<file path="src/design/gst_pkg.sv">
// shared constants, types and decode helpers for the gpio/spi/timer register block
package gst_pkg;

    localparam int PORT_COUNT     = 2;
    localparam int SPI_DONE_TICKS = 3;
    localparam int SPI_CNT_W      = $clog2(SPI_DONE_TICKS + 1);
    localparam int REGS_PER_PORT  = 5;

    localparam logic [3:0] SEL_IRQ        = 4'd0;
    localparam logic [3:0] SEL_PORT_FIRST = 4'd1;
    localparam logic [3:0] SEL_PORT_LAST  = 4'd10;
    localparam logic [3:0] SEL_SPI_DATA   = 4'd11;
    localparam logic [3:0] SEL_SPI_STATUS = 4'd12;

    localparam logic [7:0] SPI_DONE_STATUS = 8'h80;

    typedef enum logic [1:0] {
        MODE_READ  = 2'd0,
        MODE_WRITE = 2'd1,
        MODE_TICK  = 2'd2
    } gst_mode_t;

    typedef enum logic [2:0] {
        FN_CLR  = 3'd0,
        FN_SET  = 3'd1,
        FN_PIN  = 3'd2,
        FN_DIR  = 3'd3,
        FN_MASK = 3'd4
    } gst_fn_t;

    // one decoded transaction as seen by the register units
    typedef struct packed {
        logic        en;
        logic        rd;
        logic        wr;
        logic        tick;
        logic [3:0]  sel;
        logic [31:0] wdata;
    } gst_op_t;

    // port number of a gpio selector (selectors 1..10 only)
    function automatic logic gst_port_idx(input logic [3:0] sel);
        logic [3:0] rel;
        rel = sel - SEL_PORT_FIRST;
        return (rel >= 4'(REGS_PER_PORT));
    endfunction

    // register within the port for a gpio selector
    function automatic gst_fn_t gst_port_fn(input logic [3:0] sel);
        logic [3:0] rel;
        logic [3:0] k;
        rel = sel - SEL_PORT_FIRST;
        k   = (rel >= 4'(REGS_PER_PORT)) ? rel - 4'(REGS_PER_PORT) : rel;
        return gst_fn_t'(k[2:0]);
    endfunction

endpackage

</file>
<file path="src/design/gst_spi_timer.sv">
// timer irq flag and spi data/status registers with transfer tick counter
module gst_spi_timer
    import gst_pkg::*;
(
    input  logic        aclk,
    input  logic        aresetn,
    input  gst_op_t     op,
    output logic [31:0] rdata,
    output logic        bad
);

    logic                 irq_reg, irq_next;
    logic [31:0]          shift_reg, shift_next;
    logic                 busy_reg, busy_next;
    logic [SPI_CNT_W-1:0] cnt_reg, cnt_next;
    logic [SPI_CNT_W-1:0] cnt_inc;
    logic [7:0]           status_reg, status_next;

    assign cnt_inc = cnt_reg + SPI_CNT_W'(1);
    assign bad     = op.wr && (op.sel == SEL_SPI_STATUS);

    always_comb begin
        priority if (op.sel == SEL_IRQ)             rdata = {31'd0, irq_reg};
        else if (op.sel == SEL_SPI_DATA)            rdata = shift_reg;
        else if (op.sel == SEL_SPI_STATUS)          rdata = {24'd0, status_reg};
        else                                        rdata = '0;
    end

    always_comb begin
        irq_next    = irq_reg;
        shift_next  = shift_reg;
        busy_next   = busy_reg;
        cnt_next    = cnt_reg;
        status_next = status_reg;
        if (op.en) begin
            if (op.rd && op.sel == SEL_SPI_STATUS) begin
                status_next = '0;
            end
            if (op.wr && op.sel == SEL_IRQ && op.wdata[0]) begin
                irq_next = 1'b0;
            end
            if (op.wr && op.sel == SEL_SPI_DATA) begin
                shift_next = op.wdata;
                busy_next  = 1'b1;
                cnt_next   = '0;
            end
            if (op.tick) begin
                if (busy_reg) begin
                    if (cnt_inc == SPI_CNT_W'(SPI_DONE_TICKS)) begin
                        busy_next   = 1'b0;
                        cnt_next    = '0;
                        status_next = SPI_DONE_STATUS;
                    end else begin
                        cnt_next = cnt_inc;
                    end
                end
                irq_next = 1'b1;
            end
        end
    end

    always_ff @(posedge aclk) begin
        if (!aresetn) begin
            irq_reg    <= 1'b0;
            shift_reg  <= '0;
            busy_reg   <= 1'b0;
            cnt_reg    <= '0;
            status_reg <= '0;
        end else begin
            irq_reg    <= irq_next;
            shift_reg  <= shift_next;
            busy_reg   <= busy_next;
            cnt_reg    <= cnt_next;
            status_reg <= status_next;
        end
    end

endmodule

</file>
<file path="config.mk">
export PLATFORM = sky130hd
export DESIGN_NAME = gst_spi_timer
export DESIGN_NICKNAME = d
export VERILOG_FILES = /design/src/design/gst_pkg.sv /design/src/design/gst_spi_timer.sv
export SDC_FILE = /design/constraint.sdc
export NUM_CORES = 1
export LEC_CHECK = 0
export BUFFER_PORTS_ARGS = -buffer_cell sky130_fd_sc_hd__buf_2
export CELL_PAD_IN_SITES_DETAIL_PLACEMENT = 1
export CELL_PAD_IN_SITES_GLOBAL_PLACEMENT = 2
export CORE_MARGIN = 3
export CORE_UTILIZATION = 29
export CTS_BUF_LIST = sky130_fd_sc_hd__clkbuf_8
export CTS_CLUSTER_DIAMETER = 100
export DETAILED_ROUTE_END_ITERATION = 10
export GPL_TIMING_DRIVEN = 0
export PLACE_DENSITY_LB_ADDON = 0.05
export SLEW_MARGIN = 25
export SYNTH_ARGS = -nofsm -noshare
export SYNTH_HDL_FRONTEND = slang
export SYNTH_SLANG_ARGS = --single-unit
</file>
<file path="constraint.sdc">
create_clock -name aclk -period 1.25 [get_ports aclk]
set_input_delay 0.0625 -clock aclk [delete_from_list [all_inputs] [get_ports aclk]]
set_output_delay 0.0625 -clock aclk [all_outputs]
set_load 0.02 [all_outputs]
</file>
Yosys cells after proc, flatten, opt, wreduce, memory -nomap -nowiden --
Index checks and enable logic that the tools add are counted.
Word-level totals: output and inout port bits 33, input port bits 42, register bits 44, logic and storage cells 35
Operators by class: add/sub/neg operators 1, muxes and demuxes 17, reductions and logical operators 9, equality and inequality tests 3
Operator list (number):
- $mux 32 | 2
- $mux 8 | 5
- $eq 4x4->1 const B | 2
- $mux 2 | 4
- $mux 1 | 6
- $logic_and 1x1->1 | 5
- $logic_not 4->1 | 1
- $reduce_and 2->1 | 2
- $add 2x1->2 const B | 1
- $eq 2x2->1 const B | 1
- $reduce_bool 2->1 | 1

Depth between registers and ports, before layout --
depth in word-level cells 6, depth in mapped cells 6, mapped depth without buffers 3

Worst setup path after synthesis --
No wires, ideal clock.
path type input to register, start input port op[34] in the netlist's numbering, end register shift_reg[24], buffers on the path 3, stages on the path 6, arrival 1.031 ns, data required time 1.178 ns, path slack 0.147 ns, setup time 0.072 ns, cell sequence and4b_1 buf_6 and3_4 buf_6 buf_6 mux2i_1
Between the ends: word-level cells in the longest chain between the ends 3
RTL lines:
- from (decl) | RTL line gst_spi_timer.sv:7 | input gst_op_t op,
- $eq 4x4->1 | RTL line gst_spi_timer.sv:42 | if (op.wr && op.sel == SEL_SPI_DATA) begin
- $logic_and 1x1->1 | RTL line gst_spi_timer.sv:42
- $reduce_and 2->1 (no line)
- to (signal assigned) | RTL line gst_spi_timer.sv:71 | shift_reg <= shift_next;
- to (decl) | RTL line gst_spi_timer.sv:13 | logic [31:0] shift_reg, shift_next;
Every way passes these cells. A chain may end at the register's enable or synchronous reset.

Worst setup path in the final report --
start register shift_reg[0], end output port rdata[0]
Between the ends: word-level cells in the longest chain between the ends 2
RTL lines:
- $mux 32 | RTL line gst_spi_timer.sv:24 | else if (op.sel == SEL_SPI_DATA) rdata = shift_reg;
- $mux 32 | RTL line gst_spi_timer.sv:23 | priority if (op.sel == SEL_IRQ) rdata = {31'd0, irq_reg};
- to (decl) | RTL line gst_spi_timer.sv:8 | output logic [31:0] rdata,
Every way passes these cells.

==> flow_summary.yaml <==
sta:
  final-setup-viol-count: 0
  fin_skew_ns: 0.00814
  fin_crit_ns: 1.23
  timing.hold.ws_ns: 0.00796
  rsz0062_at_grt: "yes"
  max_slew_margin: 0.672
  slew_viol_final: 0
  hold_viol: 0
  setup_ws_ns: 0.0193
  fmax_ghz: 0.813
  period_share: 0.985
  tightest_slew_ns: 0.492
synthesis:
  synth_top_family_by_area: "simple AND/OR/NAND/NOR gates"
  syn-num-nets: 262
  synth_compound_area_frac: 0.0646
  ys_types: 24
  ys_seq_area_frac: 0.446
  muxShareOfSynthArea: 0.162
  yosysWarnings: 0
  syn_avg_cell_area_um2: 8.97
  synthTopCellsByArea: "dfxtp_1, mux2i_1, nand2_1"
  synth_area_leader_cell: "dfxtp_1"
  yosys.area.top_type_share: 0.446
  synth.cell_area_um2: 1970
  synth_xor_area_frac: 0
  synth_seq_cells: 44
  synth_fa_ha_area_frac: 0
  synthCells: 220
  post_synth_and_or_nand_nor_area_fraction: 0.264
layout:
  layout-drive-gt1-share: 0.305
  area_growth_pct: 30.4
  nNetsFinal: 346
  largest_register_ffs: 32
  fin_util: 0.399
  fin_cells: 382
  insertedDiodeCount: 0
critical_path:
  required_ns: 1.19
  cp.arrival_ns: 1.17
  end_kind: "output pin"
  crit_fanout: 2
  slowest_stage: "a222oi_1"
  critPathKind: "reg2out"
  reg2reg_from: "busy_reg"
  worst_path_largest_cell_delay_ns: 0.33
  crit_chain: "a222oi_1 -> inv_1 -> buf_2"
  cp-startpoint: "shift_reg[0]"
  cp-start-kind: "flip-flop"
clock_network:
  cts_max_path_buffers: 2
  numCtsBuffers: 5
  clkSinkCount: 44
  cts_htree_levels: 2
  cts.clk_slew.worst_paths_ns: 0.08
  insertion_delay_ns: 0.29
  cts_tree: "built"
  clockRootBuffer: "clkbuf_8"
power_and_ir_drop:
  power_mw: 2.52
  p_leak_nw: 1.18
  power_density_nw_per_um2: 978
  power_switching_share: 0.230
  power_frac_comb: 0.081
  p_clk_frac: 0.357
  ir_worst_vdd_v: 0.000467
  p_seq_frac: 0.562
  power.net_switching_mw: 0.579
  internal-power_mw: 1.94
route:
  ant_nets: 0
  drt_first_pass_iters: 4
  avgViaCountPerCell: 4.55
  wl_um: 5170
  wire_per_inst_um: 13.5
  post-route-drc-count: 0
  via_count: 1737
  drtIter0Drc: 34
floorplan:
  num_rows: 29
  dieArea_um2: 7830
  fp.dieW_um: 88.5
  io_pins: 75
  start_util: 0.306
  core_area_um2: 6460
  die_height_um: 88.5
hold_path:
  hold_class: "in2reg"
  hold_path_startpoint: "op[26]"
grt:
  grt_pass1_wl_um: 8590
  grt_pass1_vias: 1757
  track_usage: 0.140
  overflow: 0
  grt_start_max_net_pins: 13
  antenna_found_initial: 0
run:
  max-cap-violations: 0
status:
  outcome: "completed"
place:
  dpl_worst_slack_ns: -0.158
  dp_hpwl_um: 3890
  portBuffers: 73
  gp_congestion: 0.693
  post-place-cells: 370
==> cell usage after synthesis, drive strengths merged <==
master / instances
o22ai: 2
and3: 8
nand3: 5
a311oi: 1
nor4: 2
mux2i: 32
a31o: 1
a22o: 7
and2: 25
and4b: 1
nand2: 65
a222oi: 1
o21a: 1
a21oi: 2
dfxtp: 44
and4bb: 1
clkbuf: 9
inv: 3
o31a: 1
or3: 1
buf: 8
==> power groups by stage <==
stage	sequential [mW]	combinational (mW)	clock (mW)
floorplan	1.45	0.0954	0
global placement	1.45	0.197	0
detailed placement	1.45	0.199	0
CTS	1.42	0.210	0.940
global route	1.42	0.234	1.03
finish	1.42	0.204	0.898
==> placed cells by master (no fill, tap or decap), types with 2 or more instances in the layout <==
cell and n:
inv_1 5, nand3_1 4, buf_2 76, clkbuf_8 6, nor4_1 2, clkbuf_2 3, nand2_1 65, buf_8 2
and2_1 25, dlygate4sd3_1 4, a21oi_1 2, o22ai_1 2, a22o_1 7, dfxtp_1 44, clkbuf_1 6, mux2i_1 32
buf_6 3, and3_1 7
==> cell type report <==
cell class,count,area (µm²)
multi-input combinational,156,975
clock buffer,6,82.6
sequential,44,881
tap,77,96.3
buffer,17,116
inverter,3,11.3
clock inverter,2,7.51
fill,821,3880
timing repair buffer,77,405
==> cell families (layout without fill, tap and decap cells) <==
| group | count (synthesis) | after routing |
|---|---|---|
| AND/OR/NAND/NOR | 108 | 108 |
| flip-flops | 44 | 44 |
| multiplexers | 32 | 32 |
| buffers and inverters | 20 | 105 |
| AO/OA/AOI/OAI | 16 | 16 |
==> repair_timing <==
action | CTS | global route
resized for setup | 3 | 1
setup buffers | 0 | 0
pin swaps | 0 | 1
setup endpoints to repair | 31 | 14
endpoints found under the hold margin | 4 | 0
hold buffers | 4 | 0
==> critical path, delay by kind of cell (launching register included) <==
kind                   cells  cell delay [ns]
buffers and inverters      2             0.22
DFF                        1             0.32
AOI/OAI and AO/OA          1             0.33
==> layer usage <==
layer	routed length, µm	track usage	share of wire
met2	2410	0.226	0.47
met1	2440	0.192	0.47
met4	65	0.0371	0.013
met5	0	0	0
met3	262	0.0298	0.051
==> worst paths after layout <==
| kind | cells after the start | end | slack, ns |
|---|---|---|---|
| max | 3 | rdata[0] | 0.02 |
| min | 3 | shift_reg[26] | 0.008 |
| max reg2reg | 3 | status_reg[0] | 0.06 |
| min reg2reg | 2 | shift_reg[15] | 0.46 |
==> per-stage QoR <==
| step | setup TNS [ns] | instance area, µm² |
|---|---|---|
| 3_5_place_dp | -4.70 | 2440 |
| 5_1_grt | -0.0988 | 2570 |
| 6_report | 0 | 2570 |
| 3_3_place_gp | -4.61 | 2440 |
| 4_1_cts | -0.00881 | 2570 |
| 2_1_floorplan | 0 | 1970 |
No activity file was read; power rests on OpenSTA's default activity.
